**config.mk**
```make
export PLATFORM = sky130hd
export DESIGN_NAME = madt_table_stream_parser_unit
export DESIGN_NICKNAME = d
export VERILOG_FILES = /design/src/design/madt_pkg.sv /design/src/design/madt_table_stream_parser_unit.sv /design/src/design/madt_ovr_store.sv /design/src/design/madt_parser.sv
export SDC_FILE = /design/constraint.sdc
export NUM_CORES = 1
export LEC_CHECK = 0
export BUFFER_PORTS_ARGS = -buffer_cell sky130_fd_sc_hd__clkbuf_2
export CAP_MARGIN = 20
export CORE_ASPECT_RATIO = 1.4
export CORE_MARGIN = 2
export CORE_UTILIZATION = 40
export CTS_CLUSTER_SIZE = 10
export DETAILED_ROUTE_END_ITERATION = 16
export GPL_TIMING_DRIVEN = 0
export SLEW_MARGIN = 25
export SYNTH_ARGS = -nofsm -noshare
export SYNTH_HDL_FRONTEND = slang
export SYNTH_HIERARCHICAL = 1
export SYNTH_SLANG_ARGS = --single-unit
```
**constraint.sdc**
```tcl
create_clock -name clk -period 10.1 [get_ports clk]
set_clock_uncertainty 0.05 [all_clocks]
set_input_delay 2.02 -clock clk [delete_from_list [all_inputs] [get_ports clk]]
set_output_delay 2.02 -clock clk [all_outputs]
set_load 0.05 [all_outputs]
```
**src/design/madt_pkg.sv**
```systemverilog
// Package for the interrupt-controller table stream parser.
// Holds the transaction payload types, command and status codes and table offsets.
// No dependencies; every design file refers to it by scoped names.
package madt_pkg;

    // Command codes carried in the input transaction
    localparam logic [1:0] CMD_BEGIN  = 2'd0;
    localparam logic [1:0] CMD_NEXT   = 2'd1;
    localparam logic [1:0] CMD_LOOKUP = 2'd2;

    // Status codes returned in every result transaction
    localparam logic [2:0] ST_BUSY    = 3'd0;
    localparam logic [2:0] ST_OK      = 3'd1;
    localparam logic [2:0] ST_BADLEN  = 3'd2;
    localparam logic [2:0] ST_BADSIG  = 3'd3;
    localparam logic [2:0] ST_BADSUM  = 3'd4;
    localparam logic [2:0] ST_IGNORED = 3'd5;

    // Header layout (byte offsets)
    localparam logic [31:0] OFS_LEN_LO    = 32'd4;
    localparam logic [31:0] OFS_HDR_END   = 32'd8;
    localparam logic [31:0] OFS_LEN_LAST  = 32'd7;
    localparam logic [31:0] OFS_LAPIC_LO  = 32'd36;
    localparam logic [31:0] OFS_LAPIC_END = 32'd40;
    localparam logic [31:0] OFS_ENTRIES   = 32'd44;
    localparam logic [31:0] MIN_TABLE_LEN = 32'd36;

    // Expected signature "APIC"
    localparam logic [7:0] SIG_BYTES [4] = '{8'h41, 8'h50, 8'h49, 8'h43};

    // Entry layout
    localparam logic [7:0] ET_CPU       = 8'd0;
    localparam logic [7:0] ET_IOAPIC    = 8'd1;
    localparam logic [7:0] ET_OVERRIDE  = 8'd2;
    localparam logic [7:0] ET_LAPIC_OVR = 8'd5;
    localparam logic [7:0] EPOS_TYPE    = 8'd0;
    localparam logic [7:0] EPOS_LEN     = 8'd1;
    localparam logic [7:0] EPOS_FLD_LO  = 8'd4;
    localparam logic [7:0] EPOS_FLD_HI  = 8'd7;
    localparam logic [7:0] EPOS_SRC     = 8'd4;
    localparam logic [7:0] ENTRY_MIN    = 8'd2;

    typedef struct packed {
        logic [1:0] command;
        logic [7:0] data_byte;
        logic [7:0] irq;
    } item_t;

    typedef struct packed {
        logic [2:0]  parse_status;
        logic [31:0] lapic_addr;
        logic [31:0] ioapic_addr;
        logic [7:0]  cpu_count;
        logic        table_present;
        logic        lookup_ok;
        logic [7:0]  gsi;
        logic        polarity_low;
        logic        trigger_level;
    } result_t;

    // One override store entry
    typedef struct packed {
        logic       trigger_level;
        logic       polarity_low;
        logic [7:0] gsi;
    } ovr_entry_t;

    // Requests from the parser to the override store
    typedef struct packed {
        logic       wr_en;
        logic [7:0] wr_idx;
        ovr_entry_t wr_data;
        logic       clear_pending;
        logic       commit;
        logic       rd_en;
        logic [7:0] rd_idx;
    } ovr_req_t;

    // Result fields known at accept time, held while the store read completes
    typedef struct packed {
        logic [2:0]  parse_status;
        logic [31:0] lapic_addr;
        logic [31:0] ioapic_addr;
        logic [7:0]  cpu_count;
        logic        table_present;
        logic        lookup_ok;
        logic [7:0]  irq;
    } pre_result_t;

endpackage

```
**src/design/madt_table_stream_parser_unit.sv**
```systemverilog
// Top level of the interrupt-controller table stream parser.
// Usage:
//   item channel  : item_valid / item_stall / item (command, data_byte, irq).
//   result channel: result_valid / result_stall / result, one result per item.
//   Command begin starts a table with its byte, next feeds the following bytes,
//   lookup returns the committed routing of one irq.
// Timing:
//   One item is taken per cycle, back to back, while item_stall is low. The read stage
//   and the registered read of the override memory capture at the accepting edge; the
//   output register captures when the read stage advances, and result_valid follows it.
// Reset:
//   rst_n clears all parse and committed state; the override store reads as
//   default routing (gsi equal to irq, flags zero) until a table is committed.
//   Memory contents need no clearing pass.
// Stall:
//   While result_stall holds, the output register holds its transaction, the
//   read stage fills, and then item_stall rises until the result is taken.
// Depends on madt_pkg, madt_parser and madt_ovr_store.
module madt_table_stream_parser_unit #(
    parameter int MAX_TABLE_BYTES = 1048576,
    parameter int OVERRIDE_SLOTS  = 16
) (
    input  logic              clk,
    input  logic              rst_n,
    input  logic              item_valid,
    output logic              item_stall,
    input  madt_pkg::item_t   item,
    output logic              result_valid,
    input  logic              result_stall,
    output madt_pkg::result_t result
);

    madt_pkg::ovr_req_t    req;
    madt_pkg::pre_result_t info;
    madt_pkg::ovr_entry_t  rd_data;
    logic                  rd_vld;
    logic                  accept;

    logic                  s1_valid_reg, s1_valid_next;
    madt_pkg::pre_result_t s1_info_reg;
    logic                  out_valid_reg, out_valid_next;
    madt_pkg::result_t     out_reg, out_next;
    logic                  s1_advance;

    // Handshake: the read stage moves on whenever the output register frees up
    assign s1_advance = s1_valid_reg && (!out_valid_reg || !result_stall);
    assign item_stall = s1_valid_reg && out_valid_reg && result_stall;
    assign accept     = item_valid && !item_stall;

    madt_parser #(
        .MAX_TABLE_BYTES (MAX_TABLE_BYTES),
        .OVERRIDE_SLOTS  (OVERRIDE_SLOTS)
    ) u_parser (
        .clk    (clk),
        .rst_n  (rst_n),
        .accept (accept),
        .item   (item),
        .req    (req),
        .info   (info)
    );

    madt_ovr_store #(
        .OVERRIDE_SLOTS (OVERRIDE_SLOTS)
    ) u_store (
        .clk     (clk),
        .rst_n   (rst_n),
        .req     (req),
        .rd_data (rd_data),
        .rd_vld  (rd_vld)
    );

    // Build the result from the read stage and the store data
    always_comb
    begin
        out_next.parse_status  = s1_info_reg.parse_status;
        out_next.lapic_addr    = s1_info_reg.lapic_addr;
        out_next.ioapic_addr   = s1_info_reg.ioapic_addr;
        out_next.cpu_count     = s1_info_reg.cpu_count;
        out_next.table_present = s1_info_reg.table_present;
        out_next.lookup_ok     = s1_info_reg.lookup_ok;
        out_next.gsi           = '0;
        out_next.polarity_low  = 1'b0;
        out_next.trigger_level = 1'b0;
        if (s1_info_reg.lookup_ok)
        begin
            if (rd_vld)
            begin
                out_next.gsi           = rd_data.gsi;
                out_next.polarity_low  = rd_data.polarity_low;
                out_next.trigger_level = rd_data.trigger_level;
            end
            else
            begin
                out_next.gsi = s1_info_reg.irq;
            end
        end
    end

    // Valid flags of the read stage and the output register
    always_comb
    begin
        s1_valid_next = accept | (s1_valid_reg & !s1_advance);
        out_valid_next = s1_advance | (out_valid_reg & result_stall);
    end

    always_ff @(posedge clk or negedge rst_n)
    begin
        if (!rst_n)
        begin
            s1_valid_reg  <= 1'b0;
            out_valid_reg <= 1'b0;
        end
        else
        begin
            s1_valid_reg  <= s1_valid_next;
            out_valid_reg <= out_valid_next;
        end
    end

    // Payload: capture on accept, hold while stalled
    always_ff @(posedge clk)
    begin
        if (accept)
        begin
            s1_info_reg <= info;
        end
        if (s1_advance)
        begin
            out_reg <= out_next;
        end
    end

    assign result_valid = out_valid_reg;
    assign result       = out_reg;

endmodule

```
**src/design/madt_ovr_store.sv**
```systemverilog
// Override store: two banks of one synchronous memory, pending and active.
// Commit flips the bank pointer; per-entry valid bits give default routing.
// Depends on madt_pkg.
module madt_ovr_store #(
    parameter int OVERRIDE_SLOTS = 16
) (
    input  logic                  clk,
    input  logic                  rst_n,
    input  madt_pkg::ovr_req_t    req,
    output madt_pkg::ovr_entry_t  rd_data,
    output logic                  rd_vld
);

    localparam int IDX_W = (OVERRIDE_SLOTS > 1) ? $clog2(OVERRIDE_SLOTS) : 1;
    localparam int DEPTH = 2 ** (IDX_W + 1);

    madt_pkg::ovr_entry_t mem [DEPTH];
    madt_pkg::ovr_entry_t rd_data_reg;
    logic                 rd_vld_reg;
    logic                 bank_reg;
    logic                 bank_next;
    logic [DEPTH-1:0]     vld_reg;
    logic [DEPTH-1:0]     vld_next;
    logic [IDX_W:0]       wr_addr;
    logic [IDX_W:0]       rd_addr;

    // Writes go to the pending bank, lookups read the active bank
    assign wr_addr = {~bank_reg, req.wr_idx[IDX_W-1:0]};
    assign rd_addr = {bank_reg, req.rd_idx[IDX_W-1:0]};

    // Valid bits: clear the pending bank on begin, mark on write
    always_comb
    begin
        vld_next = vld_reg;
        if (req.clear_pending)
        begin
            for (int i = 0; i < DEPTH; i++)
            begin
                if (i / (DEPTH / 2) != int'(bank_reg))
                begin
                    vld_next[i] = 1'b0;
                end
            end
        end
        if (req.wr_en)
        begin
            vld_next[wr_addr] = 1'b1;
        end
        bank_next = req.commit ? ~bank_reg : bank_reg;
    end

    always_ff @(posedge clk or negedge rst_n)
    begin
        if (!rst_n)
        begin
            vld_reg  <= '0;
            bank_reg <= 1'b0;
        end
        else
        begin
            vld_reg  <= vld_next;
            bank_reg <= bank_next;
        end
    end

    // Memory array with registered read port
    always_ff @(posedge clk)
    begin
        if (req.wr_en)
        begin
            mem[wr_addr] <= req.wr_data;
        end
        if (req.rd_en)
        begin
            rd_data_reg <= mem[rd_addr];
            rd_vld_reg  <= vld_reg[rd_addr];
        end
    end

    assign rd_data = rd_data_reg;
    assign rd_vld  = rd_vld_reg;

endmodule

```
**src/design/madt_parser.sv**
```systemverilog
// Byte parser: header, checksum, signature and entry walk, plus committed results.
// Issues writes, clears, commits and lookups to the override store.
// Depends on madt_pkg.
module madt_parser #(
    parameter int MAX_TABLE_BYTES = 1048576,
    parameter int OVERRIDE_SLOTS  = 16
) (
    input  logic                     clk,
    input  logic                     rst_n,
    input  logic                     accept,
    input  madt_pkg::item_t          item,
    output madt_pkg::ovr_req_t       req,
    output madt_pkg::pre_result_t    info
);

    localparam int OFF_W = $clog2(MAX_TABLE_BYTES + 1);

    // Parse state
    logic [OFF_W-1:0] off_reg, off_next;
    logic [31:0]      len_reg, len_next;
    logic [7:0]       sum_reg, sum_next;
    logic             sig_reg, sig_next;
    logic             stop_reg, stop_next;
    logic [7:0]       epos_reg, epos_next;
    logic [7:0]       etype_reg, etype_next;
    logic [7:0]       elen_reg, elen_next;
    logic [31:0]      fc_reg, fc_next;
    logic [7:0]       src_reg, src_next;
    logic [31:0]      plapic_reg, plapic_next;
    logic [31:0]      pioapic_reg, pioapic_next;
    logic             pseen_reg, pseen_next;
    logic [7:0]       pcpus_reg, pcpus_next;
    // Committed results
    logic [31:0]      alapic_reg, alapic_next;
    logic [31:0]      aioapic_reg, aioapic_next;
    logic [7:0]       acpus_reg, acpus_next;
    logic             accepted_reg, accepted_next;

    // Starting point of this byte (cleared on begin)
    logic [OFF_W-1:0] base_off;
    logic [31:0]      base_len;
    logic [7:0]       base_sum;
    logic             base_sig;
    logic             base_stop;
    logic [7:0]       base_epos;
    logic [7:0]       base_etype;
    logic [7:0]       base_elen;
    logic [31:0]      base_fc;
    logic [7:0]       base_src;
    logic [31:0]      base_plapic;
    logic [31:0]      base_pioapic;
    logic             base_pseen;
    logic [7:0]       base_pcpus;

    logic             is_begin;
    logic             take;
    logic [31:0]      o32;
    logic [OFF_W-1:0] off_inc;
    logic             bad_len;
    logic [8:0]       pos_inc;
    logic             commit;
    logic [2:0]       status;
    logic             look_ok;
    logic [7:0]       b;

    assign b        = item.data_byte;
    assign is_begin = (item.command == madt_pkg::CMD_BEGIN);

    // Pick the starting state for this byte
    always_comb
    begin
        if (is_begin)
        begin
            base_off     = '0;
            base_len     = '0;
            base_sum     = '0;
            base_sig     = 1'b1;
            base_stop    = 1'b0;
            base_epos    = '0;
            base_etype   = '0;
            base_elen    = '0;
            base_fc      = '0;
            base_src     = '0;
            base_plapic  = '0;
            base_pioapic = '0;
            base_pseen   = 1'b0;
            base_pcpus   = '0;
        end
        else
        begin
            base_off     = off_reg;
            base_len     = len_reg;
            base_sum     = sum_reg;
            base_sig     = sig_reg;
            base_stop    = stop_reg;
            base_epos    = epos_reg;
            base_etype   = etype_reg;
            base_elen    = elen_reg;
            base_fc      = fc_reg;
            base_src     = src_reg;
            base_plapic  = plapic_reg;
            base_pioapic = pioapic_reg;
            base_pseen   = pseen_reg;
            base_pcpus   = pcpus_reg;
        end
    end

    // A continuation byte counts only while a table is open
    assign take = is_begin
        || (item.command == madt_pkg::CMD_NEXT && off_reg != '0
            && (32'(off_reg) < madt_pkg::OFS_HDR_END || 32'(off_reg) < len_reg));

    assign o32     = 32'(base_off);
    assign off_inc = base_off + 1'b1;
    assign pos_inc = {1'b0, base_epos} + 9'd1;
    assign look_ok = (item.command == madt_pkg::CMD_LOOKUP)
        && (32'(item.irq) < 32'(OVERRIDE_SLOTS)) && accepted_reg;

    // Take one table byte
    always_comb
    begin
        off_next      = off_reg;
        len_next      = len_reg;
        sum_next      = sum_reg;
        sig_next      = sig_reg;
        stop_next     = stop_reg;
        epos_next     = epos_reg;
        etype_next    = etype_reg;
        elen_next     = elen_reg;
        fc_next       = fc_reg;
        src_next      = src_reg;
        plapic_next   = plapic_reg;
        pioapic_next  = pioapic_reg;
        pseen_next    = pseen_reg;
        pcpus_next    = pcpus_reg;
        bad_len       = 1'b0;
        commit        = 1'b0;
        req           = '0;
        status        = (item.command == madt_pkg::CMD_LOOKUP) ? madt_pkg::ST_BUSY
                                                               : madt_pkg::ST_IGNORED;

        if (accept && take)
        begin
            off_next     = base_off;
            len_next     = base_len;
            sum_next     = base_sum + b;
            sig_next     = base_sig;
            stop_next    = base_stop;
            epos_next    = base_epos;
            etype_next   = base_etype;
            elen_next    = base_elen;
            fc_next      = base_fc;
            src_next     = base_src;
            plapic_next  = base_plapic;
            pioapic_next = base_pioapic;
            pseen_next   = base_pseen;
            pcpus_next   = base_pcpus;
            status       = madt_pkg::ST_BUSY;

            if (o32 < madt_pkg::OFS_LEN_LO)
            begin
                if (b != madt_pkg::SIG_BYTES[base_off[1:0]])
                begin
                    sig_next = 1'b0;
                end
            end
            else if (o32 < madt_pkg::OFS_HDR_END)
            begin
                len_next[{base_off[1:0], 3'b000} +: 8] = base_len[{base_off[1:0], 3'b000} +: 8] | b;
                if (o32 == madt_pkg::OFS_LEN_LAST
                    && (len_next < madt_pkg::MIN_TABLE_LEN
                        || len_next > 32'(MAX_TABLE_BYTES)))
                begin
                    len_next = '0;
                    off_next = OFF_W'(madt_pkg::OFS_HDR_END);
                    bad_len  = 1'b1;
                    status   = madt_pkg::ST_BADLEN;
                end
            end
            else if (o32 >= madt_pkg::OFS_LAPIC_LO && o32 < madt_pkg::OFS_LAPIC_END)
            begin
                plapic_next[{base_off[1:0], 3'b000} +: 8] =
                    base_plapic[{base_off[1:0], 3'b000} +: 8] | b;
            end
            else if (o32 >= madt_pkg::OFS_ENTRIES && !base_stop)
            begin
                // Walk one entry byte
                if (base_epos == madt_pkg::EPOS_TYPE)
                begin
                    etype_next = b;
                    fc_next    = '0;
                end
                else if (base_epos == madt_pkg::EPOS_LEN)
                begin
                    elen_next = b;
                    if (b < madt_pkg::ENTRY_MIN)
                    begin
                        stop_next = 1'b1;
                    end
                    else if (base_etype == madt_pkg::ET_CPU && base_pcpus != 8'hFF)
                    begin
                        pcpus_next = base_pcpus + 8'd1;
                    end
                end
                else
                begin
                    if (base_epos >= madt_pkg::EPOS_FLD_LO && base_epos <= madt_pkg::EPOS_FLD_HI)
                    begin
                        fc_next[{base_epos[1:0], 3'b000} +: 8] =
                            base_fc[{base_epos[1:0], 3'b000} +: 8] | b;
                    end
                    if (base_etype == madt_pkg::ET_OVERRIDE && base_epos == madt_pkg::EPOS_SRC)
                    begin
                        src_next = b;
                    end
                    if (base_epos == madt_pkg::EPOS_FLD_HI)
                    begin
                        if (base_etype == madt_pkg::ET_IOAPIC && !base_pseen)
                        begin
                            pioapic_next = fc_next;
                            pseen_next   = 1'b1;
                        end
                        else if (base_etype == madt_pkg::ET_LAPIC_OVR)
                        begin
                            plapic_next = fc_next;
                        end
                        else if (base_etype == madt_pkg::ET_OVERRIDE
                                 && 32'(base_src) < 32'(OVERRIDE_SLOTS))
                        begin
                            req.wr_en                 = 1'b1;
                            req.wr_idx                = base_src;
                            req.wr_data.gsi           = fc_next[23:16];
                            req.wr_data.polarity_low  = b[0];
                            req.wr_data.trigger_level = b[1];
                        end
                    end
                end
                // Advance the entry position unless the walk just stopped
                if (!(base_epos == madt_pkg::EPOS_LEN && b < madt_pkg::ENTRY_MIN))
                begin
                    if (pos_inc >= 9'd2 && pos_inc >= {1'b0, elen_next})
                    begin
                        epos_next = '0;
                    end
                    else
                    begin
                        epos_next = pos_inc[7:0];
                    end
                end
            end

            // Advance the offset and judge the table on its last byte
            if (!bad_len)
            begin
                off_next = off_inc;
                if (o32 >= madt_pkg::OFS_HDR_END && 32'(off_inc) >= len_next)
                begin
                    priority if (sum_next != 8'd0)
                    begin
                        status = madt_pkg::ST_BADSUM;
                    end
                    else if (!sig_next)
                    begin
                        status = madt_pkg::ST_BADSIG;
                    end
                    else
                    begin
                        status = madt_pkg::ST_OK;
                        commit = 1'b1;
                    end
                end
            end
        end

        req.clear_pending = accept && is_begin;
        req.commit        = commit;
        req.rd_en         = accept && (item.command == madt_pkg::CMD_LOOKUP);
        req.rd_idx        = item.irq;
    end

    // Commit pending results
    always_comb
    begin
        alapic_next   = commit ? plapic_next  : alapic_reg;
        aioapic_next  = commit ? pioapic_next : aioapic_reg;
        acpus_next    = commit ? pcpus_next   : acpus_reg;
        accepted_next = commit | accepted_reg;
    end

    always_ff @(posedge clk or negedge rst_n)
    begin
        if (!rst_n)
        begin
            off_reg      <= '0;
            len_reg      <= '0;
            sum_reg      <= '0;
            sig_reg      <= 1'b0;
            stop_reg     <= 1'b0;
            epos_reg     <= '0;
            etype_reg    <= '0;
            elen_reg     <= '0;
            fc_reg       <= '0;
            src_reg      <= '0;
            plapic_reg   <= '0;
            pioapic_reg  <= '0;
            pseen_reg    <= 1'b0;
            pcpus_reg    <= '0;
            alapic_reg   <= '0;
            aioapic_reg  <= '0;
            acpus_reg    <= '0;
            accepted_reg <= 1'b0;
        end
        else
        begin
            off_reg      <= off_next;
            len_reg      <= len_next;
            sum_reg      <= sum_next;
            sig_reg      <= sig_next;
            stop_reg     <= stop_next;
            epos_reg     <= epos_next;
            etype_reg    <= etype_next;
            elen_reg     <= elen_next;
            fc_reg       <= fc_next;
            src_reg      <= src_next;
            plapic_reg   <= plapic_next;
            pioapic_reg  <= pioapic_next;
            pseen_reg    <= pseen_next;
            pcpus_reg    <= pcpus_next;
            alapic_reg   <= alapic_next;
            aioapic_reg  <= aioapic_next;
            acpus_reg    <= acpus_next;
            accepted_reg <= accepted_next;
        end
    end

    // Result fields of this transaction, as they stand after it
    always_comb
    begin
        info.parse_status  = status;
        info.lapic_addr    = alapic_next;
        info.ioapic_addr   = aioapic_next;
        info.cpu_count     = acpus_next;
        info.table_present = accepted_next;
        info.lookup_ok     = look_ok;
        info.irq           = item.irq;
    end

endmodule
```
Word-level counts from Yosys, hierarchy flattened. Memory sizes are Yosys's and may differ from the RTL's. A register that Yosys moved wholly into a read port is not among the register bits. Index checks and enable logic that the tools add are counted.

Magnitude comparators: 22. Equal/unequal tests: 11. Add/sub/neg operators: 6. Muxes and demuxes: 183. Reductions and logical operators: 39. Bitwise gates (word level): 11. Shift-type cells: 8.

Operator list (count): 2-to-1 mux 32 bit (38); 2-to-1 mux 8 bit (48); 2-to-1 mux 19 bit (11); 2-to-1 mux 21 bit (5); bitwise mux 32 bit (3); indexed part select 32 x 6 -> 8 bit (3); indexed part select 8 x 7 -> 32 bit (3); 2-to-1 mux 1 bit (66); variable shift 8 x 7 -> 32 bit (first input constant) (2); >= comparator 21 x 6 -> 1 bit (second input constant) (2); less-than comparator 21 x 4 -> 1 bit (second input constant) (2); >= comparator 21 x 32 -> 1 bit (1); greater-than comparator 32 x 21 -> 1 bit (second input constant) (1); less-than comparator 21 x 32 -> 1 bit (1); less-than comparator 32 x 6 -> 1 bit (second input constant) (1); OR 32 bit (1); == test 8 x 3 -> 1 bit (second input constant) (3); OR 8 bit (3); logical AND 1 bit (23); adder 21 x 1 -> 21 bit (second input constant) (1); == test 21 x 3 -> 1 bit (second input constant) (1); >= comparator 21 x 4 -> 1 bit (second input constant) (1); less-than comparator 21 x 3 -> 1 bit (second input constant) (1); less-than comparator 21 x 6 -> 1 bit (second input constant) (1); 35 further kinds (58).

Output and inout port bits: 89. Bits of input ports: 22. RAM bits: 320. Word-level logic and storage cells: 320. Register bits after elaboration: 481. Memories: 1.

Memory list: u_store.mem (depth 32, bits a word 10, rd ports 1, clocked after Yosys merged registers in 1, wr ports 1, RTL line madt_ovr_store.sv:17) `madt_pkg::ovr_entry_t mem [DEPTH];`.

Logic depth before layout (Yosys ltp). Gate-level depths: netlist of the first run.

Word-level depth: 24. Gate-level depth with buffers: 30. Gate-level depth less buffers: 23.

Hierarchy. Netlist of the first run, hierarchy kept.

Modules (own cells, without submodules): madt_parser (instances 1, area an instance 16712.3 um2, sequential area each 6831.6 um2, cells each 1811); madt_ovr_store (instances 1, area an instance 14435.1 um2, sequential area each 10765.3 um2, cells each 841); madt_table_stream_parser_unit (instances 1, area an instance 5407.7 um2, sequential area each 5215.0 um2, cells each 199).

Worst setup path after synthesis of the first run. Ideal clock, no wire load.

Path kind: input-to-reg. Start point: input port result_stall. End point: register out_reg, in the netlist result[0], enable pin. Data arrival time: 8.304 ns. Buffers on the path: 0. Library setup time: 0.665 ns. Setup slack: 1.080 ns. Stages: 1. Path through: a21boi_0.

Word-level cells in the longest chain between the ends: 3.

Ends and longest elaborated chain: from (decl) (RTL line madt_table_stream_parser_unit.sv:29) `input logic result_stall,`; zero test 1 bit (RTL line madt_table_stream_parser_unit.sv:46) `assign s1_advance = s1_valid_reg && (!out_valid_reg || !result_stall);`; logical OR 1 bit (RTL line madt_table_stream_parser_unit.sv:46); logical AND 1 bit (RTL line madt_table_stream_parser_unit.sv:46); to (signal assigned) (RTL line madt_table_stream_parser_unit.sv:129) `out_reg <= out_next;`; to (decl) (RTL line madt_table_stream_parser_unit.sv:42) `madt_pkg::result_t out_reg, out_next;`.

No other way between the ends. A chain may end at the register's enable or synchronous reset.

Worst setup path in the final report of the first run.
Start point: input port item[17] (netlist bit). End point: register u_store.bank_reg.

Word-level cells in the longest chain between the ends: 18.

Ends and longest elaborated chain: from (decl) (RTL line madt_table_stream_parser_unit.sv:27) `input madt_pkg::item_t item,`; zero test 2 bit (RTL line madt_parser.sv:67) `assign is_begin = (item.command == madt_pkg::CMD_BEGIN);`; 2-to-1 mux 32 bit / 2-to-1 mux 21 bit (equally long branches) (RTL line madt_parser.sv:72) `if (is_begin)`; indexed part select 32 x 6 -> 8 bit (RTL line madt_parser.sv:169) `len_next[{base_off[1:0], 3'b000} +: 8] = base_len[{base_off[1:0], 3'b000} +: 8] | b;`; OR 8 bit (RTL line madt_parser.sv:169); indexed part select 8 x 7 -> 32 bit (RTL line madt_parser.sv:169); bitwise mux 32 bit (RTL line madt_parser.sv:169); less-than comparator 32 x 6 -> 1 bit / greater-than comparator 32 x 21 -> 1 bit (equally long branches) (RTL line madt_parser.sv:171, madt_parser.sv:172); logical OR 1 bit (RTL line madt_parser.sv:172) `|| len_next > 32'(MAX_TABLE_BYTES)))`; [... 3 more ...]; 2-to-1 mux 32 bit (RTL line madt_parser.sv:160) `if (o32 < madt_pkg::OFS_LEN_LO)`; 2-to-1 mux 32 bit (RTL line madt_parser.sv:142) `if (accept && take)`; >= comparator 21 x 32 -> 1 bit (RTL line madt_parser.sv:256) `if (o32 >= madt_pkg::OFS_HDR_END && 32'(off_inc) >= len_next)`; logical AND 1 bit (RTL line madt_parser.sv:256); 2-to-1 mux 1 bit (RTL line madt_parser.sv:256); 2-to-1 mux 1 bit (RTL line madt_parser.sv:253) `if (!bad_len)`; 2-to-1 mux 1 bit * (RTL line madt_parser.sv:142); via u_parser.commit (RTL line madt_parser.sv:61) `logic commit;`; to (signal assigned) (RTL line madt_ovr_store.sv:62) `bank_reg <= bank_next;`; to (decl) (RTL line madt_ovr_store.sv:20) `logic bank_reg;`.

The timed path passes the listed nets; every way through them passes the cells marked *. The select of a mux whose other input is x is not followed.

==> out/results.txt, run 1 <==
Area occupied by multi-input gates: 12610 µm². The critical path depth in cells was 30. Setup repair after global routing left no endpoint under its margin.

Global routing finished with a remaining overflow of 0. The setup total negative slack is 0 ns. The via count of the first global-routing pass was 25090.

The final antenna diode count is 0, and the worst-case reg-to-reg path depth is 27. The count of vias placed by the detailed router was 25020. The buffer and inverter count on the worst path is 10. The run gives 0 as the total count of hold-check failures in the final report. Cell-internal power: 5982 µW.

The cell sitting at the root of the clock tree is a sky130_fd_sc_hd__clkbuf_16. Clock latency on the worst-skew pair, taken at its later pin, is 0.68 ns. After the last flow step, the layout net total stands at 3152.

Die extent in y: 361.4 µm. The total track usage was 0.2399; the pin count of the biggest net entering global routing was 83. The area growth from synthesis to layout is 15.24%. After floorplanning, the core was sized to cover 90800 µm². Of all nets on the critical path, the largest fanout is 10.

For the number of buffers added by the clock tree synthesis step, the log shows 93. The run gives 0.207 as the combinational share of power. The mapped netlist covers 36490 µm². The number of pins exceeding their max-slew limit in the final report is 0, and the proportion of power drawn by the clock network is 0.365. The first global-routing pass estimated 166.0 mm of wire.

For this run, the top clock speed supported by timing is 0.1042 GHz. For this design the ratio of total power to cell area is 207.6 nW/µm². Counting flops per register, the top entry is u_store/mem. After detailed placement, the design holds a cell count of 4164. The logs give 0 for the setup fix buffers added after clock tree synthesis and 1 for the number of antenna violations at the first check in global routing. The register with the most flip-flops in the layout has 320 of them.

Hold is met by 0.3599 ns. The floorplan step defined a die boundary enclosing 93700 µm². For the synthesized net count, the log shows 2932.

Highest cell delay on the worst timing path: 0.77 ns. The largest individual stage delay along the critical path comes from the cell sky130_fd_sc_hd__nor4_1. Pin slew with the least headroom to its limit: 1.159 ns. Hold repair after CTS inserted 0 buffers. Along the worst hold path, the cell count comes to 0.

The per-instance average area after synthesis works out to 12.84 µm². The starting density of the core is 0.4019. The routed design has 113.2 mm of wire. In this run the count of I/O pins placed on the die edge is 111. Data on the critical path is required at its endpoint by 10.58 ns. The tools report the launching element type of the critical path as a primary input. Worst setup slack before clock tree synthesis: -0.03076 ns.

The tools report the critical path capture point type as a flip-flop. The flow ran to the end, and the final reports show no timing, DRC or antenna violations. The critical path is of the primary input to flip-flop type. In this design, the largest share of critical-path delay is due to buffers and inverters. Once the clock tree was built, the resizer swapped 0 gates to a different size. In the routed design, unresolved DRC markers number 0.

Setup violations remaining at the end of the flow were counted as 0. The count of buffers added on input and output ports is 105. The detail route stage leaves a number of antenna-violating nets equal to 0. The clock passes through at most 3 buffers. In this run the core area contains 131 standard-cell rows. The worst slew margin relative to its limit is 0.2244, and the leakage power total is 0.01781 µW. The tools report the placed wire-length estimate after detailed placement as 81.36 mm. For the finished layout, the period the worst path requires is 9.600 ns.

The number of sinks driven by the clock tree was 811; the net switching share of the total power was 0.3147. The most repeated library cell on the critical path is sky130_fd_sc_hd__buf_2. After detailed routing, the number of vias per cell comes to 5.766. The count of H-tree levels built during CTS is 3, and the instance count of the mapped netlist is 2842. The switching power of the nets was 2747 µW; the average routed wire per standard cell was 26.08 µm.

VDD sags by at most 125.6 µV. Before antenna repair, the detailed router went through 6 iterations. The data arrival time at the worst-slack endpoint came out at 10.08 ns.

The run gives 0.429 as the sequential cell fraction of total power. At the end of routability-driven placement, the weighted congestion stood at 1.013. The post-route worst setup slack was 0.4998 ns; the clock transition at the registers of the reported paths was 0.06 ns. The class of the tightest hold or removal check is flip-flop to flip-flop. The share of cells above drive strength 1 is 0.1388. Once layout is complete, the cells apart from fillers number 4339. For this block, the initial DRC count from the detailed router was 2279. The count of maximum capacitance violations is 0. The x dimension of the die was 259.3 µm; the final period utilization was 0.9505. The sequential cells in the finished layout cover a total of 22810 µm². Fill cells in the final layout number 8253.

For this run, the number of Yosys warnings is 6. TritonCTS built the clock tree. The fraction of the core area covered by cells at the end of the flow is 0.4631.
stage by stage:
step | cell area, µm² | total power [µW]
3_3_place_gp | 38510 | 5564
5_1_grt | 42050 | 9038
4_1_cts | 42020 | 8762
2_1_floorplan | 36490 | 4883
3_5_place_dp | 39150 | 5569
6_report | 42050 | 8729
placed cells by master (no fill, tap or decap), drive strengths merged, types with 16 or more instances in the layout:
cell type,instances
a21o,58
a21oi,102
a221oi,18
a22o,70
a22oi,84
a311oi,18
a31oi,21
and2,24
and3,22
buf,107
clkbuf,363
dfrtp,308
edfxtp,503
ha,67
inv,60
mux2,68
mux2i,216
nand2,294
nand2b,17
nand3,66
nand4,28
nor2,160
nor2b,16
nor3,54
o21ai,170
xnor2,19
xor2,19
power by group through the flow:
stage          combinational (µW)  clock (µW)  sequential, µW
4_1_cts                      1770        3250            3740
5_1_grt                      1900        3390            3750
3_5_place_dp                 1770           0            3800
6_report                     1800        3180            3740
3_3_place_gp                 1740           0            3820
2_1_floorplan                1030           0            3850
routing by layer:
metal | up-vias | track usage | routed length, µm
met2 | 1066 | 0.4157 | 56770
met3 | 356 | 0.03671 | 6361
met4 | 2 | 0.1395 | 7306
li1 | 11150 | - | -
met1 | 12450 | 0.2815 | 42720
met5 | - | 0 | 7
final cells by class:
type	instances	area share
buffer	179	0.02407
clock buffer	166	0.06355
clock inverter	9	0.004552
inverter	58	0.005177
multi-input combinational	1794	0.2999
sequential	811	0.5424
tap	1197	0.03561
timing repair buffer	125	0.02472
final timing paths:
kind / from / end / slack, ns
max in group asynchronous: rst_n / u_store/vld_reg[7]$_DFF_PN0_ / 7.71
hold reg to reg: out_next[61]$_DFFE_PP_ / result[61]$_DFFE_PP_ / 0.36
setup / recovery: item[17] / u_store/bank_reg$_DFFE_PN0P_ / 0.50
setup reg to reg: u_parser/off_reg[1]$_DFFE_PN0P_ / u_store/bank_reg$_DFFE_PN0P_ / 1.87
min in group asynchronous: rst_n / u_parser/plapic_reg[7]$_DFF_PN0_ / 1.18
hold / removal: out_next[61]$_DFFE_PP_ / result[61]$_DFFE_PP_ / 0.36
(Power assumes the default switching activity.)
==> run 2, diff against run 1 <==
--- a/config.mk
+++ b/config.mk
@@ -10,6 +10,7 @@
 export CORE_ASPECT_RATIO = 1.4
 export CORE_MARGIN = 2
 export CORE_UTILIZATION = 40
+export CTS_BUF_LIST = sky130_fd_sc_hd__clkbuf_2 sky130_fd_sc_hd__clkbuf_4 sky130_fd_sc_hd__clkbuf_8
 export CTS_CLUSTER_SIZE = 10
 export DETAILED_ROUTE_END_ITERATION = 16
 export GPL_TIMING_DRIVEN = 0
==> run 2 against run 1 <==
Wire length decreased by 0.24%. Global-route usage about the same. Final cell count increased by 1.4%. Flip-flop and latch count unchanged. Combinational power about the same. Critical path depth unchanged. Maximum frequency increased by 0.95%. Final area decreased by 0.55%. Count of clock-buffer cells in the layout increased by 15. Via count increased by 0.43%. Largest cell class unchanged. Largest power group unchanged.
==> out/results.txt, run 2 (synthesis results as in run 1) <==
The number of flip-flops in the largest register works out to 320 (unchanged). Post-cts hold buffer count: 0 (unchanged). The highest attainable clock frequency came out at 0.1052 GHz (+0.95%).

The die extent in y came out at 361.4 µm (unchanged). The library cell used most frequently in the layout, excluding fill and tap cells, is sky130_fd_sc_hd__edfxtp_1. The power density over cell area was 201.5 nW/µm² (-2.9%).

The clock transition at the registers of the reported paths works out to 0.06 ns (about the same). The tools report the number of antenna violations at the first check in global routing as 2 (+1). The run gives 0.4019 (unchanged) as the starting density of the core. From synthesis to final layout, the design area changed by 14.61%. The largest fanout on the critical path is 10 (unchanged).

The share of cells above drive strength 1 is 0.1705 (+0.03175). The number of buffers added by the clock tree synthesis step is 131 (+41%), and the total track usage is 0.2404 (+0.0004697). The total count of hold-check failures in the final report is 0 (unchanged). The remaining global-route overflow came out at 0 (unchanged).

Setup repair after global routing left no endpoint under its margin. Placed cell count: 4164 (unchanged). The slowest stage cell on the critical path is sky130_fd_sc_hd__nor4_1. The worst hold slack after final layout was 0.3623 ns (+0.002402 ns).

Cell chosen for the clock root: sky130_fd_sc_hd__clkbuf_8. Class of the tightest hold or removal check: flip-flop to flip-flop. For the count of vias placed by the detailed router, the log shows 25130 (+0.43%).

The maximum buffer depth of the clock tree was 3 (unchanged); the via count of the first global-routing pass was 25260 (+0.68%). The leakage power total was 0.01785 µW (+0.23%). The area of the core was 90800 µm² (unchanged). The average routed wire per standard cell came out at 25.66 µm (-1.6%). Setup fix buffers added after clock tree synthesis: 0 (unchanged). The kind of cell adding the most delay to the critical path is buffers and inverters. The wire length of the first global-routing pass was 165.4 mm (-0.34%). The worst hold path begins at out_next[17]$_DFFE_PP_. The pin count of the biggest net entering global routing came out at 83 (unchanged). The worst voltage drop across the vdd grid is 160.5 µV (+28%). Required time of the worst setup path: 10.71 ns (+0.13 ns). The wire length after detailed routing was 112.9 mm (-0.24%); the buffer and inverter count on the worst path was 10 (unchanged). The run gives 0 (unchanged) as the number of pins exceeding their max-slew limit in the final report.

The run gives 0 (unchanged) as the count of maximum capacitance violations. The critical path in this run is classified as primary input to flip-flop. Worst slew margin relative to its limit: 0.1875 (-0.03692). STA classifies the critical path endpoint as a flip-flop.

The final critical path time including I/O delays and setup was 9.509 ns (-0.09074 ns). The post-cts repair resize count is 0 (unchanged), and the later-pin clock latency in the skew report is 0.79 ns (+0.11 ns). The data arrival time at the worst-slack endpoint was 10.12 ns (+0.04 ns).

The number of sinks driven by the clock tree is 811 (unchanged). The most repeated library cell on the critical path is sky130_fd_sc_hd__buf_2. The final period utilization was 0.9415 (-0.008984); the x dimension of the die was 259.3 µm (unchanged).

The run finished with clean final reports. The critical path startpoint is item[17]. In the layout the commonest cells are sky130_fd_sc_hd__edfxtp_1, sky130_fd_sc_hd__dfrtp_1, sky130_fd_sc_hd__nand2_1.

The tools report the placer congestion estimate as 1.013 (unchanged). The worst setup path is launched from a primary input. TritonCTS built the clock tree.

The area of the die is 93700 µm² (unchanged), and the final net count is 3190 (+1.2%). The tools report the number of violations reported at the end of detailed-routing iteration 0 as 2212 (-2.9%). The count of endpoints failing setup in the final report was 0 (unchanged); the pin slew with the least headroom to its limit was 1.214 ns (+0.05518 ns). The placed wire-length estimate after detailed placement is 81.36 mm (unchanged), and the number of port buffers is 105 (unchanged). The run gives 131 (unchanged) as the number of rows created at floorplan. The run gives 111 (unchanged) as the total I/O pin count.

The tools report the remaining antenna violation count as 0 (unchanged). The tools report the number of search-and-repair iterations in the first detailed-routing pass as 6 (unchanged). Ranked by flip-flop count, first place goes to u_store/mem.

The number of DRC violations after detailed routing came out at 0 (unchanged). The logs give 4400 (+1.4%) for the count of placed standard cells in the final layout, fillers left out and 4 (+1) for the count of H-tree levels built during CTS. The highest cell delay on the worst timing path was 0.78 ns (about the same); the average via count per standard cell was 5.710 (-0.96%). The worst register-to-register path begins at u_parser/off_reg[1]$_DFFE_PN0P_. The run gives 1.81 ns (-0.06 ns) as the setup slack of the worst register-to-register path.
[run 2: stage by stage]
step | power, µW | TNS (ns) | setup slack (ns) | utilization | instance area, µm²
3_3_place_gp | 5564 | -1410.16 | -3.409 | 0.4241 | 38510
4_1_cts | 8469 | 0 | 0.8250 | 0.4601 | 41780
3_5_place_dp | 5569 | -0.03076 | -0.03076 | 0.4312 | 39150
2_1_floorplan | 4883 | 0 | 1.080 | - | 36490
5_1_grt | 8750 | 0 | 0.5429 | 0.4606 | 41820
6_report | 8428 | 0 | 0.5906 | 0.4606 | 41820
[run 2: final timing paths]
check / to / cells after the start
worst max-delay path: u_store/bank_reg$_DFFE_PN0P_ / 30
worst min-delay path: result[17]$_DFFE_PP_ / 0
worst max register to register: u_store/bank_reg$_DFFE_PN0P_ / 26
worst min register to register: result[17]$_DFFE_PP_ / 0
max in group asynchronous: u_store/vld_reg[2]$_DFF_PN0_ / 3
min in group asynchronous: u_parser/plapic_reg[22]$_DFF_PN0_ / 1
[run 2: worst register-to-register path: cells and delay by family (launching register included)]
kind            cells  cell delay (ns)
xor+xnor            1             0.14
fa+ha+maj           2             0.67
simple gates        5             1.66
buf+inv             7             2.18
flops               1             0.60
compound gates     11             2.88
[run 2: per-layer routing]
| layer | share of wire | up-vias | global-route usage |
|---|---|---|---|
| li1 | - | 11210 | - |
| met1 | 0.37 | 12510 | 0.2775 |
| met5 | 0 | - | 0 |
| met3 | 0.061 | 351 | 0.04631 |
| met2 | 0.50 | 1050 | 0.4128 |
| met4 | 0.065 | 0 | 0.1433 |
[run 2: layout make-up]
| type | count | area (µm²) |
|---|---|---|
| clock inverter | 54 | 420.4 |
| tap | 1197 | 1498 |
| fill | 8332 | 48980 |
| sequential | 811 | 22810 |
| inverter | 58 | 217.7 |
| buffer | 179 | 1012 |
| clock buffer | 181 | 2210 |
| multi-input combinational | 1794 | 12610 |
| timing repair buffer | 125 | 1040 |
| antenna | 1 | 2.502 |
[run 2: power breakdown]
group,switching [µW],internal (µW)
clock network,1320,1560
logic,1280,524
registers,106,3640
total,2710,5710
